## src/rtl/core/hex_tile_color_index_assert.svh

```systemverilog
// Assertion macros for the hex tile color index block.
// Included by files that check their own logic; no other dependencies.
`ifndef HEX_TILE_COLOR_INDEX_ASSERT_SVH
`define HEX_TILE_COLOR_INDEX_ASSERT_SVH
`ifndef SYNTHESIS
`define HTCI_ASSERT_SAME(label, clk, rst, ante, cons) \
   label: assert property (@(posedge clk) disable iff (rst) (ante) |-> (cons)) \
      else $error("htci check failed");
`define HTCI_ASSERT_NEXT(label, clk, rst, ante, cons) \
   label: assert property (@(posedge clk) disable iff (rst) (ante) |=> (cons)) \
      else $error("htci check failed");
`else
`define HTCI_ASSERT_SAME(label, clk, rst, ante, cons)
`define HTCI_ASSERT_NEXT(label, clk, rst, ante, cons)
`endif
`endif

```

## src/rtl/core/htci_div.sv

```systemverilog
// Pipelined restoring divider, one quotient bit per stage, with sideband.
// No dependencies.
`timescale 1ns / 1ps
module htci_div #(
   parameter int NUM_W = 48,
   parameter int DEN_W = 16,
   parameter int SIDE_W = 1
) (
   input  logic              clock,
   input  logic              reset,
   input  logic              en,
   input  logic              in_valid,
   input  logic [NUM_W-1:0]  num,
   input  logic [DEN_W-1:0]  den,
   input  logic [SIDE_W-1:0] side,
   output logic              out_valid,
   output logic [NUM_W-1:0]  quo,
   output logic [DEN_W-1:0]  rem,
   output logic [SIDE_W-1:0] side_out
);
   localparam int STAGES = NUM_W + 1;

   logic [STAGES-1:0] valid_ff, valid_in;
   logic [DEN_W-1:0]  rem_ff [STAGES];
   logic [DEN_W-1:0]  rem_in [STAGES];
   logic [NUM_W-1:0]  work_ff [STAGES];
   logic [NUM_W-1:0]  work_in [STAGES];
   logic [DEN_W-1:0]  den_ff [STAGES];
   logic [DEN_W-1:0]  den_in [STAGES];
   logic [SIDE_W-1:0] side_ff [STAGES];
   logic [SIDE_W-1:0] side_in [STAGES];
   logic [DEN_W:0]    cat [STAGES];
   logic              qb [STAGES];

   always_comb begin
      valid_in[0] = in_valid;
      rem_in[0] = '0;
      work_in[0] = num;
      den_in[0] = den;
      side_in[0] = side;
      cat[STAGES-1] = '0;
      qb[STAGES-1] = 1'b0;
      for (int k = 0; k < STAGES - 1; k++) begin
         cat[k] = {rem_ff[k], work_ff[k][NUM_W-1]};
         qb[k] = cat[k] >= {1'b0, den_ff[k]};
         rem_in[k+1] = qb[k] ? DEN_W'(cat[k] - {1'b0, den_ff[k]}) : cat[k][DEN_W-1:0];
         work_in[k+1] = {work_ff[k][NUM_W-2:0], qb[k]};
         valid_in[k+1] = valid_ff[k];
         den_in[k+1] = den_ff[k];
         side_in[k+1] = side_ff[k];
      end
   end

   always_ff @(posedge clock) begin
      if (reset) begin
         valid_ff <= '0;
      end else if (en) begin
         valid_ff <= valid_in;
      end
   end

   always_ff @(posedge clock) begin
      if (en) begin
         for (int k = 0; k < STAGES; k++) begin
            rem_ff[k] <= rem_in[k];
            work_ff[k] <= work_in[k];
            den_ff[k] <= den_in[k];
            side_ff[k] <= side_in[k];
         end
      end
   end

   assign out_valid = valid_ff[STAGES-1];
   assign quo = work_ff[STAGES-1];
   assign rem = rem_ff[STAGES-1];
   assign side_out = side_ff[STAGES-1];
endmodule

```

## config.mk

```make
export PLATFORM = sky130hd
export DESIGN_NAME = htci_div
export DESIGN_NICKNAME = d
export VERILOG_FILES = /design/src/rtl/core/hex_tile_color_index_assert.svh /design/src/rtl/core/htci_div.sv
export SDC_FILE = /design/constraint.sdc
export NUM_CORES = 2
export LEC_CHECK = 0
export BUFFER_PORTS_ARGS = -buffer_cell sky130_fd_sc_hd__buf_4
export CAP_MARGIN = 15
export CORE_MARGIN = 2
export CORE_UTILIZATION = 65
export DETAILED_ROUTE_END_ITERATION = 12
export MAX_ROUTING_LAYER = met4
export PLACE_DENSITY = 0.82
export RECOVER_POWER = 50
export SLEW_MARGIN = 25
export SYNTH_ARGS = -nofsm -noshare
export SYNTH_HDL_FRONTEND = slang
export SYNTH_SLANG_ARGS = --single-unit
```

## constraint.sdc

```tcl
create_clock -name clock -period 9.9 [get_ports clock]
set_clock_uncertainty 0.05 [all_clocks]
set_input_delay 0 -clock clock [delete_from_list [all_inputs] [get_ports clock]]
set_output_delay 0 -clock clock [all_outputs]
set_load 0.05 [all_outputs]
```

* Word level (Yosys, flattened, before mapping)
Memories as Yosys holds them, arrays and structs flattened. Index checks and enable logic that the tools add are counted.
Word-level totals: flip-flop bits (word level) 49, memory bits (writable) 3969, input bits 69, output and inout bits 66, word-level logic and storage cells 151, memories 4
Operators by class: add/sub/neg operators 48, $lt $le $gt $ge 48, mux-type cells 50
Memories:
- work_ff | depth 49, width 48, rd ports 49, clocked after memory_dff 0, wr ports 49, RTL line htci_div.sv:26 | logic [NUM_W-1:0] work_ff [STAGES];
- den_ff | depth 49, width 16, rd ports 48, clocked after memory_dff 0, wr ports 49, RTL line htci_div.sv:28 | logic [DEN_W-1:0] den_ff [STAGES];
- rem_ff | depth 49, width 16, rd ports 49, clocked after memory_dff 0, wr ports 49, RTL line htci_div.sv:24 | logic [DEN_W-1:0] rem_ff [STAGES];
- side_ff | depth 49, width 1, rd ports 49, clocked after memory_dff 0, wr ports 49, RTL line htci_div.sv:30 | logic [SIDE_W-1:0] side_ff [STAGES];
Operator list (count):
- $ge 17x16->1 | 48
- $mux 16 | 48
- $sub 16x16->16 | 48
- $mux 1 | 2

* Logic depth before layout (Yosys ltp)
An unclocked memory read counts as a cell.
word-level depth 3, depth in mapped cells 12, depth with buffers taken out 11

* Least setup slack after synthesis
No wires, ideal clock.
path type register to register, start point mem den_ff[45][1], in the netlist den_ff[2][209], end point mem rem_ff[46][8], in the netlist rem_ff[1][232] (data pin), library setup time 0.260 ns, arrival 3.017 ns, data required time 9.590 ns, slack 6.573 ns, cell stages (with the launch flop) 13, buffers on the path 2, period minus slack after synthesis 3.327 ns, path through edfxtp_1 -> inv_1 -> ha_1 -> nor2b_4 -> o31a_1 -> o21a_1 -> or2_4 -> a221o_2 -> o311a_1 -> or3_1 -> buf_6 -> buf_12 -> mux2_4
RTL lines (RTL line):
- from (decl) | htci_div.sv:28
- to (decl) | htci_div.sv:24

==> run_results.csv <==
group,metric,value,unit
status,run_status,"finished with violations",
status,violations,"capacitance limit, slew limit",
critical_path,worstSetupPathType,"input port to register",
synthesis,synth_area_leader_cell,"sky130_fd_sc_hd__edfxtp_1",
sta,timing_worst_slew_pin_value,3.27,ns
place,place_congestion,0.925,
synthesis,synthesis.area,166000,um^2
sta,max_freq,233,MHz
synthesis,yosysWarnings,0,
layout,stdcell_count,15000,
clock_tree,ctsRootBufferMaster,"sky130_fd_sc_hd__clkbuf_16",
die,initial_core_util,65.3,%
critical_path,required,10.34,ns
clock_tree,holdBufCountCts,137,
die,fp.coreArea,254000,um^2
sta,period_needed,4.30,ns
critical_path,rr_endpoint,"rem_ff[1][68]",
clock_tree,ctsHtreeMaxLevel,5,
sta,rsz0062_at_grt,"no",
sta,max_transition_viols_final,201,
place,dp_cells,14100,
clock_tree,cts_sink_count,3986,
hold_path,hold_depth,2,
detailed_routing,detailedRoute.firstPassIterationCount,8,
global_route,grt_use_total,24.1,%
detailed_routing,detail_route.iter0.violations,8503,
critical_path,r2r_setup_slack,6.01,ns
power,power.leakage,69.7,nW
die,floorplan.io_pins,135,
layout,flow.area_growth_from_synthesis,11.7,%
hold_path,hold_path_startpoint,"en",
clock_tree,cts_resized,0,
die,total_die_area,259000,um^2
sta,final_report_setup_violation_count,0,
detailed_routing,wl_per_cell,20.5,um
power,max_vdd_drop,0.177,mV
clock_tree,clk_transition_reported_paths,0.06,ns
synthesis,netlist.area_leader.share,71.4,%
detailed_routing,post-route-drc-count,0,
critical_path,worstSetupStartpointType,"input port",
detailed_routing,post_drt_via_cell_ratio,5.85,
synthesis,synth.net_count,11700,
place,port-buffer-count,134,
layout,n_fill_cell,15400,
synthesis,synth_common_cells,"sky130_fd_sc_hd__edfxtp_1, sky130_fd_sc_hd__inv_1, sky130_fd_sc_hd__ha_1",
power,p_per_area,304,nW/um^2
clock_tree,insertion_delay,0.91,ns
clock_tree,postCtsSetupRepairBufs,0,
critical_path,rr_startpoint,"den_ff[2][49]",
sta,setup_total_negative_slack,0,ns
layout,multi_input_area,42000,um^2
critical_path,path_cells,"dlygate4sd3_1 > buf_16 > clkbuf_1 > buf_4",
power,total_chip_power,0.0562,W
global_route,first_global_vias,88400,
critical_path,critPathCaptureType,"register",
place,hpwl,194000,um
critical_path,worst-endpoint-arrival,4.73,ns
synthesis,yosys_most_used_dff,"sky130_fd_sc_hd__edfxtp_1",
global_route,initial_antenna_violation_count,3,
die,die-width,509,um
critical_path,worstRegToRegCells,10,
synthesis,yosysSeqAreaShare,72.0,%
critical_path,slowest_delay,2.36,ns
flow_run,max_cap_viol,4,
sta,final_min_period_over_clock_period,43.4,%
critical_path,crit_fanout,147,
detailed_routing,totalWireLength,307000,um
die,placement_rows,185,
global_route,wire_length_of_the_first_global_routing_pass,480000,um
hold_path,hold_end,"work_ff[0][26]",
layout,finish.utilization,72.9,%
synthesis,async_reset_ff_share,0,%
detailed_routing,vias,87700,
die,height_of_the_die,509,um
layout,nets_finish,12200,
global_route,gr-total-overflow,0,
clock_tree,cts_tree,"done",
layout,layout-drive-gt1-share,10.2,%
synthesis,synth_most_common_cell,"sky130_fd_sc_hd__edfxtp_1",
synthesis,ys_types,85,
synthesis,synth_cells,10800,
layout,register_area,119000,um^2
synthesis,synth-seq-cells,3986,
sta,slew_headroom,-118,%
global_route,grt_max_degree,187,
synthesis,post_synth_edffs,3937,
synthesis,syn_area_per_cell,15.4,um^2
detailed_routing,final_antenna_net_count,0,
clock_tree,cts-root-to-sink-buffers,4,
hold_path,min_path_type,"input port to register",
synthesis,yosys-top-cells-area,"sky130_fd_sc_hd__edfxtp_1, sky130_fd_sc_hd__ha_1, sky130_fd_sc_hd__mux2_2",
critical_path,crit_slowest_cell,"sky130_fd_sc_hd__clkbuf_1",
sta,hold_viol_final,0,
clock_tree,cts-buffers-inserted,386,
[power by group]
group	switching, W	total [W]	internal, W	leakage, nW
combinational	0.00969	0.0173	0.00761	24.5
clock	0.00632	0.0150	0.00871	6.31
sequential	0.00152	0.0239	0.0223	38.9
[logic make-up after synthesis]
group                      synth area share (%)
adders and majority gates                  6.26
muxes                                      3.41
xor gates and xnor gates                   2.71
DFF                                        72.0
AOI/OAI and AO/OA                          7.68
and+or+nand+nor                            5.21
buffers and inverters                      2.77
[sequential cells by signal, indices dropped and copies added (netlist names)]
name	flops
work_ff	2352
den_ff	768
rem_ff	768
side_ff	49
valid_ff	49
[stage by stage]
step | setup WS [ns] | hold WS [ns] | cell area [um^2]
2_1_floorplan | 6.57 | 0.0489 | 166000
3_3_place_gp | 5.96 | 0.128 | 171000
3_5_place_dp | 6.08 | 0.129 | 171000
4_1_cts | 6.01 | 0.218 | 185000
5_1_grt | 5.14 | 0.282 | 185000
6_report | 5.60 | 0.274 | 185000
[layout by cell type, fill, tap and decap left out, types with 49 or more instances in the layout]
cell / count
sky130_fd_sc_hd__xnor2_1: 299
sky130_fd_sc_hd__clkbuf_4: 66
sky130_fd_sc_hd__a21o_1: 184
sky130_fd_sc_hd__xor2_1: 214
sky130_fd_sc_hd__nor3_1: 69
sky130_fd_sc_hd__and3_1: 54
sky130_fd_sc_hd__nor2_1: 503
sky130_fd_sc_hd__nor2b_1: 133
sky130_fd_sc_hd__dfxtp_1: 49
sky130_fd_sc_hd__a31oi_1: 87
sky130_fd_sc_hd__nand3_1: 128
sky130_fd_sc_hd__o21ai_0: 562
sky130_fd_sc_hd__edfxtp_1: 3937
sky130_fd_sc_hd__nor4_1: 54
sky130_fd_sc_hd__mux2i_1: 114
sky130_fd_sc_hd__dlygate4sd3_1: 137
sky130_fd_sc_hd__nand2_1: 494
sky130_fd_sc_hd__clkinv_2: 78
sky130_fd_sc_hd__clkinv_1: 54
sky130_fd_sc_hd__nand2b_1: 87
sky130_fd_sc_hd__bufinv_16: 56
sky130_fd_sc_hd__mux2_2: 391
sky130_fd_sc_hd__inv_1: 955
sky130_fd_sc_hd__clkbuf_16: 386
sky130_fd_sc_hd__ha_1: 754
sky130_fd_sc_hd__o31a_1: 73
sky130_fd_sc_hd__o21a_1: 151
sky130_fd_sc_hd__a21oi_1: 560
sky130_fd_sc_hd__a211oi_1: 49
sky130_fd_sc_hd__nand4_1: 97
sky130_fd_sc_hd__clkbuf_1: 121
[routing by layer]
layer | share of wire [%] | routed length [um] | up-vias | GRT usage [%]
met5 | 0 | 0 | - | -
met4 | 3.5 | 10800 | 0 | 8.10
met3 | 4.3 | 13300 | 683 | 2.81
met2 | 50 | 154000 | 2447 | 40.1
met1 | 42 | 128000 | 43000 | 31.1
li1 | - | - | 41500 | -
[final cells by class]
cell class	instances	share of cell area [%]
timing repair buffer	343	1.62
multi-input combinational	5633	22.7
inverter	955	1.94
antenna	5	0.00676
tap	3366	2.28
clock inverter	252	1.68
clock buffer	441	5.35
sequential	3986	64.4
[how the worst max path moves through the flow]
stage	from	endpoint	slack, ns	depth (start not counted)
after floorplan	den_ff[2][209]	rem_ff[1][232]	6.57	12
after global placement	den_ff[0][225]	rem_ff[0][242]	5.96	10
after detailed placement	den_ff[0][209]	rem_ff[0][231]	6.08	10
after CTS	den_ff[2][49]	rem_ff[1][68]	6.01	10
after global routing	en	work_ff[0][1197]	5.14	4
final	en	work_ff[0][1150]	5.60	4
[critical path: cells and delay by family]
family | cells | cell delay, ns
buffers and inverters | 4 | 4.54
Note: power is estimated with default switching activity, not from simulation.
